### src/hash_table_put_get_remove_assert.svh
// Assertion macros for the hash table block.
// Used by the top level only; no other dependencies.
`ifndef HASH_TABLE_PUT_GET_REMOVE_ASSERT_SVH
`define HASH_TABLE_PUT_GET_REMOVE_ASSERT_SVH

`ifndef SYNTHESIS
// antecedent and consequent in the same cycle
`define HTPGR_ASSERT_SAME(lbl, clk, rst, ante, cons) \
  lbl: assert property (@(posedge clk) disable iff (rst) (ante) |-> (cons)) \
    else $error("hash table assertion failed");
// consequent in the cycle after the antecedent
`define HTPGR_ASSERT_NEXT(lbl, clk, rst, ante, cons) \
  lbl: assert property (@(posedge clk) disable iff (rst) (ante) |=> (cons)) \
    else $error("hash table assertion failed");
`else
`define HTPGR_ASSERT_SAME(lbl, clk, rst, ante, cons)
`define HTPGR_ASSERT_NEXT(lbl, clk, rst, ante, cons)
`endif

`endif

### src/htpgr_pkg.sv
// Shared types and constants of the hash table block.
// No dependencies.
package htpgr_pkg;

  localparam int DATA_W = 32;

  // action codes
  localparam logic [1:0] ACT_PUT    = 2'd0;
  localparam logic [1:0] ACT_GET    = 2'd1;
  localparam logic [1:0] ACT_REMOVE = 2'd2;

  localparam logic [DATA_W-1:0] MISS_VALUE = '1;

  // result of one request, from the way logic to the output registers
  typedef struct packed {
    logic              hit;
    logic [DATA_W-1:0] value;
    logic              full;
  } result_t;

endpackage

### src/htpgr_ways.sv
// Way logic: compares the ways of one bucket row and builds the new row.
// Depends on htpgr_pkg. Row layout: values, keys, valid bits (LSB side).
module htpgr_ways #(
  parameter int WAYS  = 4,
  parameter int ROW_W = 260
) (
  input  logic [1:0]                   action,
  input  logic [htpgr_pkg::DATA_W-1:0] key,
  input  logic [htpgr_pkg::DATA_W-1:0] value,
  input  logic [ROW_W-1:0]             row,
  output logic [ROW_W-1:0]             row_next,
  output htpgr_pkg::result_t           res
);
  import htpgr_pkg::*;

  localparam int KEY_LO = WAYS;
  localparam int VAL_LO = WAYS + WAYS * DATA_W;

  logic [WAYS-1:0]   match;
  logic [WAYS-1:0]   match_sel;
  logic [WAYS-1:0]   free_sel;
  logic              found;
  logic              have_free;
  logic [DATA_W-1:0] hit_value;

  // parallel key compare, then first match and first free way
  always_comb begin
    found     = 1'b0;
    have_free = 1'b0;
    match_sel = '0;
    free_sel  = '0;
    hit_value = '0;
    for (int w = 0; w < WAYS; w++) begin
      match[w] = row[w] && (row[KEY_LO + w*DATA_W +: DATA_W] == key);
      if (match[w] && !found) begin
        found        = 1'b1;
        match_sel[w] = 1'b1;
      end
      if (!row[w] && !have_free) begin
        have_free   = 1'b1;
        free_sel[w] = 1'b1;
      end
    end
    for (int w = 0; w < WAYS; w++) begin
      if (match_sel[w]) begin
        hit_value = hit_value | row[VAL_LO + w*DATA_W +: DATA_W];
      end
    end
  end

  // new row contents
  always_comb begin
    row_next = row;
    for (int w = 0; w < WAYS; w++) begin
      if (action == ACT_PUT) begin
        if (match_sel[w]) begin
          row_next[VAL_LO + w*DATA_W +: DATA_W] = value;
        end else if (!found && free_sel[w]) begin
          row_next[w]                           = 1'b1;
          row_next[KEY_LO + w*DATA_W +: DATA_W] = key;
          row_next[VAL_LO + w*DATA_W +: DATA_W] = value;
        end
      end else if (action == ACT_REMOVE && match_sel[w]) begin
        row_next[w] = 1'b0;
      end
    end
  end

  // result fields
  always_comb begin
    res = '0;
    case (action)
      ACT_PUT: begin
        res.hit  = found;
        res.full = !found && !have_free;
      end
      ACT_GET: begin
        res.hit   = found;
        res.value = found ? hit_value : MISS_VALUE;
      end
      ACT_REMOVE: begin
        res.hit = found;
      end
      default: begin
        res = '0;
      end
    endcase
  end

endmodule

### config.mk
export PLATFORM = sky130hd
export DESIGN_NAME = htpgr_ways
export DESIGN_NICKNAME = d
export VERILOG_FILES = /design/src/hash_table_put_get_remove_assert.svh /design/src/htpgr_pkg.sv /design/src/htpgr_ways.sv
export SDC_FILE = /design/constraint.sdc
export NUM_CORES = 1
export LEC_CHECK = 0
export BUFFER_PORTS_ARGS = -buffer_cell sky130_fd_sc_hd__buf_2
export CORE_AREA = 2 2 243 245
export DETAILED_ROUTE_END_ITERATION = 7
export DIE_AREA = 0 0 245 247
export PLACE_DENSITY_LB_ADDON = 0.3
export SYNTH_ARGS = -nofsm -noshare
export SYNTH_HDL_FRONTEND = slang
export SYNTH_SLANG_ARGS = --single-unit
### constraint.sdc
create_clock -name vclk -period 3.05
set_input_delay 0.1525 -clock vclk [all_inputs]
set_output_delay 0.1525 -clock vclk [all_outputs]
set_load 0.02 [all_outputs]
## After elaboration in Yosys (flattened, before gate mapping)

Cells that the tools add are included.

- Add/subtract/negate cells: 0
- $mul: 0
- Div/mod/pow operators: 0
- $lt $le $gt $ge: 0
- Eq/ne operators: 6
- Shifts and indexed selects: 0
- Mux-type cells: 62
- Bitwise logic cells: 3
- Reductions and logical operators: 31

Operators with widths:

| kind | number |
|---|---|
| $mux 32 | 30 |
| $eq 32x32->1 | 4 |
| $or 32x32->32 | 3 |
| $mux 1 | 32 |
| $logic_and 1x1->1 | 19 |
| $logic_not 1->1 | 10 |
| $reduce_or 3->1 | 1 |
| $eq 2x1->1 const B | 1 |
| $eq 2x2->1 const B | 1 |
| $logic_not 2->1 | 1 |

- Bits in registers: 0
- Bits in latches: 0
- RAM bits: 0
- Memory bits (read-only): 0
- Input bits: 326
- Logic and storage cells: 102
- Memories kept: 0

## Longest topological paths before layout

Gate-level depths: netlist of run 1.

- Depth after elaboration: 17
- Mapped depth: 10
- Gate-level depth less buffers: 7

## Worst setup path after synthesis of run 1

Ideal clock, no wire load.

- Path type: input-to-output
- Start point: input port key[16] in the netlist's numbering
- End point: output port res[1] in the netlist's numbering
- Data arrival time: 2467 ps
- Required time: 2897 ps
- Setup slack: 431 ps
- Stages on the path: 9
- Buffers on the path: 3
- Path through: buf_4 xor2_1 or4_1 nor4_2 and3_1 clkbuf_1 buf_2 a21oi_1 o21ai_0

RTL lines:

| item | RTL line | RTL |
|---|---|---|
| start, declared | htpgr_ways.sv:8 | `input logic [htpgr_pkg::DATA_W-1:0] key,` |
| end, declared | htpgr_ways.sv:12 | `output htpgr_pkg::result_t res` |

## Worst setup path after layout of run 1

- Start point: input port key[17] in the netlist's numbering
- End point: output port row_next[179]

- Cells in the longest elaborated chain, start to end: 17
- Elaborated cells between the ends (all ways): 24

Ends and longest elaborated chain:

| item | RTL line | RTL |
|---|---|---|
| $eq 32x32->1 | htpgr_ways.sv:34 | `match[w] = row[w] && (row[KEY_LO + w*DATA_W +: DATA_W] == key);` |
| $logic_and 1x1->1 | htpgr_ways.sv:34 |  |
| $mux 1 | htpgr_ways.sv:35 | `if (match[w] && !found) begin` |
| $logic_not 1->1 | htpgr_ways.sv:35 |  |
| $logic_and 1x1->1 | htpgr_ways.sv:35 |  |
| $mux 1 | htpgr_ways.sv:35 |  |
| $logic_not 1->1 | htpgr_ways.sv:35 |  |
| $logic_and 1x1->1 | htpgr_ways.sv:35 |  |
| $mux 1 | htpgr_ways.sv:35 |  |
| $logic_not 1->1 | htpgr_ways.sv:35 |  |
| $logic_and 1x1->1 | htpgr_ways.sv:35 |  |
| $mux 1 | htpgr_ways.sv:35 |  |
| $logic_not 1->1 | htpgr_ways.sv:58 | `end else if (!found && free_sel[w]) begin` |
| $logic_and 1x1->1 | htpgr_ways.sv:58 |  |
| $mux 32 | htpgr_ways.sv:58 |  |
| $mux 32 (*) | htpgr_ways.sv:56 | `if (match_sel[w]) begin` |
| $mux 32 (*) | htpgr_ways.sv:55 | `if (action == ACT_PUT) begin` |
| end, declared | htpgr_ways.sv:11 | `output logic [ROW_W-1:0] row_next,` |

Mark *: on every way between the ends. The rest lies on a longest branch, timed or not.

==> impl_results.md, run 1 <==
- Status: complete, no violations
- Hold Crit Class: in -> out
- Residual DRC: 0
- Critical path data required time: ~2.9 ns
- Slew Viols, Final: 0
- Sequential cell count: 0
- Initial antenna violation count: 11
- Synth unique cells: 43
- First drt pass iteration count: 7
- Cell Int Power: slightly above 800 uW
- Synth top area cells: mux2_2 (40%), xnor2_1 (11%), mux2_4 (7.2%)
- Finished Core Util: about 21%
- Commonest cells in the netlist: mux2_2 (223), xnor2_1 (81), buf_2 (55)
- Sequential fraction of design power: 0%
- Share of cells above drive strength 1: 75.12%
- Cells after Synth: 750
- Setup-violating endpoint count in the final report: 0
- Chip width: 245 um
- Antenna viol nets, final: 0
- DIE HEIGHT: ~250 um
- Vias/cell: 4.152
- CTS Hold Buffers Added: 0
- Clock buffer count in the final layout: 0
- Wire per inst: approximately 24 um
- Max FO, Critical Path: 7
- Top-count cell post-synth: mux2_2
- Slew @ Worst Pin: ~0.56 ns
- Clock share of power: 0%
- Post-route setup slack: between 0.05 and 0.06 ns
- Std cell rows: 89
- Cell taking the most area after synthesis: mux2_2
- Port Buf Inserts: 620
- P per Cell Area: 155.6 nW/um2
- Yosys warnings: 0
- Worst EP arrival: ~2.8 ns
- Startpoint Class: input pin
- Mapped Area: between 6000 and 7000 um2
- CP startpoint: key[17]
- Logic pwr share: 100.0%
- Area growth from synthesis to layout: 91.30%
- Synth top area share: between 30% and 40%
- Crit share post-route: between 90% and 100%
- Pre-CTS WS: -0.3607 ns
- Max-cap violation count: 0
- Register Area: 0 um2
- First-pass GRT wire length: around 67 mm
- Crit end category: primary output
- Max_slew headroom: 62.76%
- Switching portion of total power: roughly 57%
- Mapped Avg Cell Area: about 8.4 um2
- Fin nets: about 1800
- Minimum clock period: 2.994 ns
- RSZ-0062 raised after global routing: true
- Min-delay src: row[194]
- Worst vdd ir: between 0.00007 and 0.00008 V
- Critical path class: in -> out
- RD Place Congestion: slightly above 0.9
- P_sw: 1058 uW
- DR iter-0 viols: 304
- Syn_nets: 1076
- Vias in the first global route: 9195
- Final wirelength: roughly 52 mm
- Initial Util: 10.79%
- Max Fclk: approximately 330 MHz
- Final Hold Fails: 0
- Ports: between 600 and 700
- Multi-input logic area: around 6300 um2
- Via count: between 9000 and 10000
- Detail Placement HPWL: around 44 mm
- Die ar.: 60520 um2
- Overflow after GRT: 0
- Total Routing Usage GR: 15.25%
- Core area: roughly 58000 um2
- Sequential share of the synthesized area: 0%
- # fillers: roughly 6600
- Lkg Pwr: around 0.0056 uW
- Largest net degree at the start of global routing: 52
final cells by class:
type | instances | area share (%)
multi-input combinational | 663 | 52.16
timing repair buffer | 763 | 39.53
tap | 773 | 8.048
inverter | 5 | 0.1562
antenna | 5 | 0.1041
per-stage QoR:
stage / cells / setup TNS (ns) / hold WS [ns] / total power (uW) / cell area, um2
4_1_cts: 2190 / 0 / 0.6659 / 1815 / 11360
2_1_floorplan: 750 / 0 / 0.4218 / 888.0 / 6282
3_3_place_gp: 2188 / -60.25 / 0.6595 / 1787 / 11180
5_1_grt: 2209 / -0.3460 / 0.6595 / 1970 / 12020
3_5_place_dp: 2188 / -51.48 / 0.6654 / 1785 / 11180
6_report: 2209 / 0 / 0.6456 / 1870 / 12020
power groups by stage:
stage	Clock [uW]	Sequential [uW]	Combinational (uW)
final	0.000220	0	1870
after global routing	0.000220	0	1970
after CTS	0	0	1810
after detailed placement	0	0	1780
after global placement	0	0	1790
after floorplan	0	0	888
kinds of logic after synthesis:
family          count (synthesis)  share of synthesized area [%]
compound gates                108                          10.89
xor+xnor                      126                          17.57
buf+inv                        87                          7.329
mux                           256                          47.68
simple gates                  173                          16.53
placed cells by master, fill, tap and decap left out, types with 4 or more instances in the layout:
master and count:
nor2_1 40, inv_1 5, buf_12 22, clkbuf_4 4, nand3_1 6, a21oi_1 31, buf_2 598, a2bb2oi_1 32
nor3b_1 31, xnor2_1 61, o21ai_0 32, mux2_4 33, nand2_1 9, buf_4 110, diode_2 5, buf_6 19
xor2_2 4, nor4_2 7, nor4_1 12, nand4_1 28, clkbuf_16 6, xnor2_2 17, or4_4 5, xor2_1 40
mux2_2 220, nand4b_1 4
final timing paths:
check | depth (start not counted) | end
worst min-delay path | 3 | row_next[194]
worst max-delay path | 11 | row_next[179]
routing by layer:
layer / share of wire (%) / global-route usage (%) / wire length [um]
met1: 39 / 17.26 / 20180
met4: 3.3 / 3.892 / 1726
met2: 53 / 30.02 / 27700
met3: 5.3 / 1.574 / 2785
met5: 0.025 / 0 / 13
critical path, cell delays in order:
cell and delay [ns]:
buf_2 0.16, xor2_1 0.21, or4_4 0.57, nor4_4 0.20
and3_4 0.30, a31oi_4 0.04, or3_4 0.41, buf_12 0.19
buf_4 0.15, mux2_4 0.29, buf_2 0.16
timing repair:
item                                    in CTS  in global routing
pin swaps                                   10                 15
endpoints found under the setup margin     285                177
cloned                                       1                  8
resized for setup                           24                 91
setup buffers                                2                  8
No activity file was read; power rests on OpenSTA's default activity.
==> run 2, diff against run 1 <==
REMOVE_ABC_BUFFERS = 1   (was unset)
==> run 2 against run 1 <==
Worst setup slack worse by 0.047 ns. Sequential share of layout area unchanged. Global-route usage up 0.77 points. Hold slack worse by 0.0081 ns. First-iteration DRC count down 11%. Combinational power down 5%. Critical path depth down 1. Via count down 2.4%.
==> impl_results.md, run 2 (synthesis gave the netlist of run 1 again) <==
- Logic pwr share: 100.0% (about the same)
- Most common cell after layout, fill and taps aside: buf_2
- Most frequent cells in the layout: buf_2 (604), mux2_2 (222), buf_4 (80), xnor2_1 (76), nor2_1 (41)
- Crit-path cells: buf_2, xor2_1, nor4_1, and4_1, and3_1, or2_1, or4_2, buf_12, mux2_1, buf_2
- Hold Crit Class: in -> out
- Share of cells above drive strength 1: 73.06% (-2.1 points)
- Startpoint Class: input pin
- Crit share post-route: 99.69% (+1.5 points)
- Vias in the first global route: 9008 (-2.0%)
- P_sw: 1028 uW (-2.8%)
- Slowest cell on the critical path: or4_2
- Residual DRC: 0 (unchanged)
- Wire per inst: 24.43 um (+3.0%)
- Worst path most repeated cell: buf_2
- Total Routing Usage GR: 16.02% (+0.77 points)
- Worst vdd ir: 0.00007732 V (+8.9%)
- Final instance area: 11370 um2 (-5.4%)
- P per Cell Area: 156.4 nW/um2 (+0.51%)
- Lkg Pwr: 0.005216 uW (-6.7%)
- Port Buf Inserts: 620 (unchanged)
- Status: complete, no violations
- Max_slew headroom: 57.19% (-5.6 points)
- Initial antenna violation count: 13 (+2)
- Via count: 8954 (-2.4%)
- Fin nets: 1720 (-2.2%)
- Cell Int Power: 750.4 uW (-7.6%)
- Max FO, Critical Path: 26 (+19)
- Finished Core Util: 19.53% (-1.1 points)
- Sequential fraction of design power: 0% (unchanged)
- Placed Area: 10950 um2 (-2.1%)
- Ports: 620 (unchanged)
- Final total power: 1779 uW (-4.9%)
- Chip width: 245 um (unchanged)
- RD Place Congestion: 0.9124 (-1.3%)
- Core area: 58240 um2 (unchanged)
- Overflow after GRT: 0 (unchanged)
- Vias/cell: 4.134 (-0.44%)
- CTS Hold Buffers Added: 0 (unchanged)
- Max Fclk: 328.9 MHz (-1.5%)
- Clock buffer count in the final layout: 0 (unchanged)
- Setup TNS: 0 ns (unchanged)
- Switching portion of total power: 57.81% (+1.2 points)
- Sequential cell count: 0 (unchanged)
- Worst Hold Depth: 3 (unchanged)
- Worst EP arrival: 2.89 ns (+0.05 ns)
- Fin cells: 2166 (-1.9%)
- Register Area: 0 um2 (unchanged)
- Crit end category: primary output
- Minimum clock period: 3.041 ns (+0.04677 ns)
- Detail Placement HPWL: 45.63 mm (+3.2%)
- Std cell rows: 89 (unchanged)
- First-pass GRT wire length: 69.17 mm (+3.4%)
- Final Hold Fails: 0 (unchanged)
- Setup-violating endpoint count in the final report: 0 (unchanged)
- Final wirelength: 52.92 mm (+0.99%)
- # fillers: 6626 (+0.98%)
- Antenna viol nets, final: 0 (unchanged)
- Largest net degree at the start of global routing: 34 (-35%)
- Critical path class: in -> out
- DIE HEIGHT: 247 um (unchanged)
- Critical path data required time: 2.90 ns (about the same)
- Die ar.: 60520 um2 (unchanged)
- DR iter-0 viols: 271 (-11%)
- Slew Viols, Final: 0 (unchanged)
- RSZ-0062 raised after global routing: true
- First drt pass iteration count: 5 (-2)
- Max-cap violation count: 0 (unchanged)
- Worst stage delay on the critical path: 0.68 ns (+0.11 ns)
- Area growth from synthesis to layout: 81.04%
- Initial Util: 10.79% (unchanged)
- Slew @ Worst Pin: 0.6400 ns (+0.08142 ns)
- Clock share of power: 0% (unchanged)
- Placed Instances: 2156 (-1.5%)
-- run 2: changes by cell type in the layout (fill, tap and decap cells not counted), moves of 5 or more --
cell and delta:
buf_4 -30, xnor2_1 +15, xnor2_2 -12, buf_6 -10
buf_2 +6, nor4_2 -5, o21ai_0 -5, o21ai_1 +5
or4_4 -5
-- run 2: layout make-up --
type	instances	area (um2)	share of cell area, %
Antenna cell	1	2.502	0.02200
Inverter	5	18.77	0.1650
Multi-Input combinational cell	663	6092	53.56
Tap cell	773	967.2	8.504
Timing Repair Buffer	724	4293	37.74
-- run 2: per-layer routing --
layer | vias up | wire length (um) | GRT usage, %
met5 | - | 33 | 0
met4 | 4 | 1899 | 4.555
met3 | 80 | 2528 | 1.443
met2 | 519 | 28220 | 31.98
met1 | 4286 | 20240 | 17.74
li1 | 4065 | - | -
-- run 2: critical path: cells and delay by family --
kind	cells	cell delay [ns]
mux	1	0.34
buf+inv	3	0.56
xor+xnor	1	0.38
simple gates	5	1.43
-- run 2: repair_timing --
action	4_1_cts	5_1_grt
gates cloned	0	4
gates resized for setup	8	64
pin swaps	0	17
endpoints found under the setup margin	230	169
buffers inserted	0	5
-- run 2: final timing paths --
path	start	to	slack (ns)
max	key[5]	row_next[12]	0.009
min	action[0]	res[33]	0.64
-- run 2: per-stage QoR --
step                hold WS [ns]  worst slack [ns]
global placement          0.6408           -0.3217
finish                    0.6375          0.009374
CTS                       0.6412         0.0001097
global route              0.6546          -0.02061
detailed placement        0.6403           -0.2547
floorplan                 0.4218           -0.9737
-- run 2: power groups by stage --
| stage | combinational, uW | clock [uW] | sequential, uW |
|---|---|---|---|
| floorplan | 823 | 0 | 0 |
| global placement | 1740 | 0 | 0 |
| detailed placement | 1750 | 0 | 0 |
| CTS | 1760 | 0 | 0 |
| global route | 1880 | 0 | 0 |
| finish | 1780 | 0.0000446 | 0 |
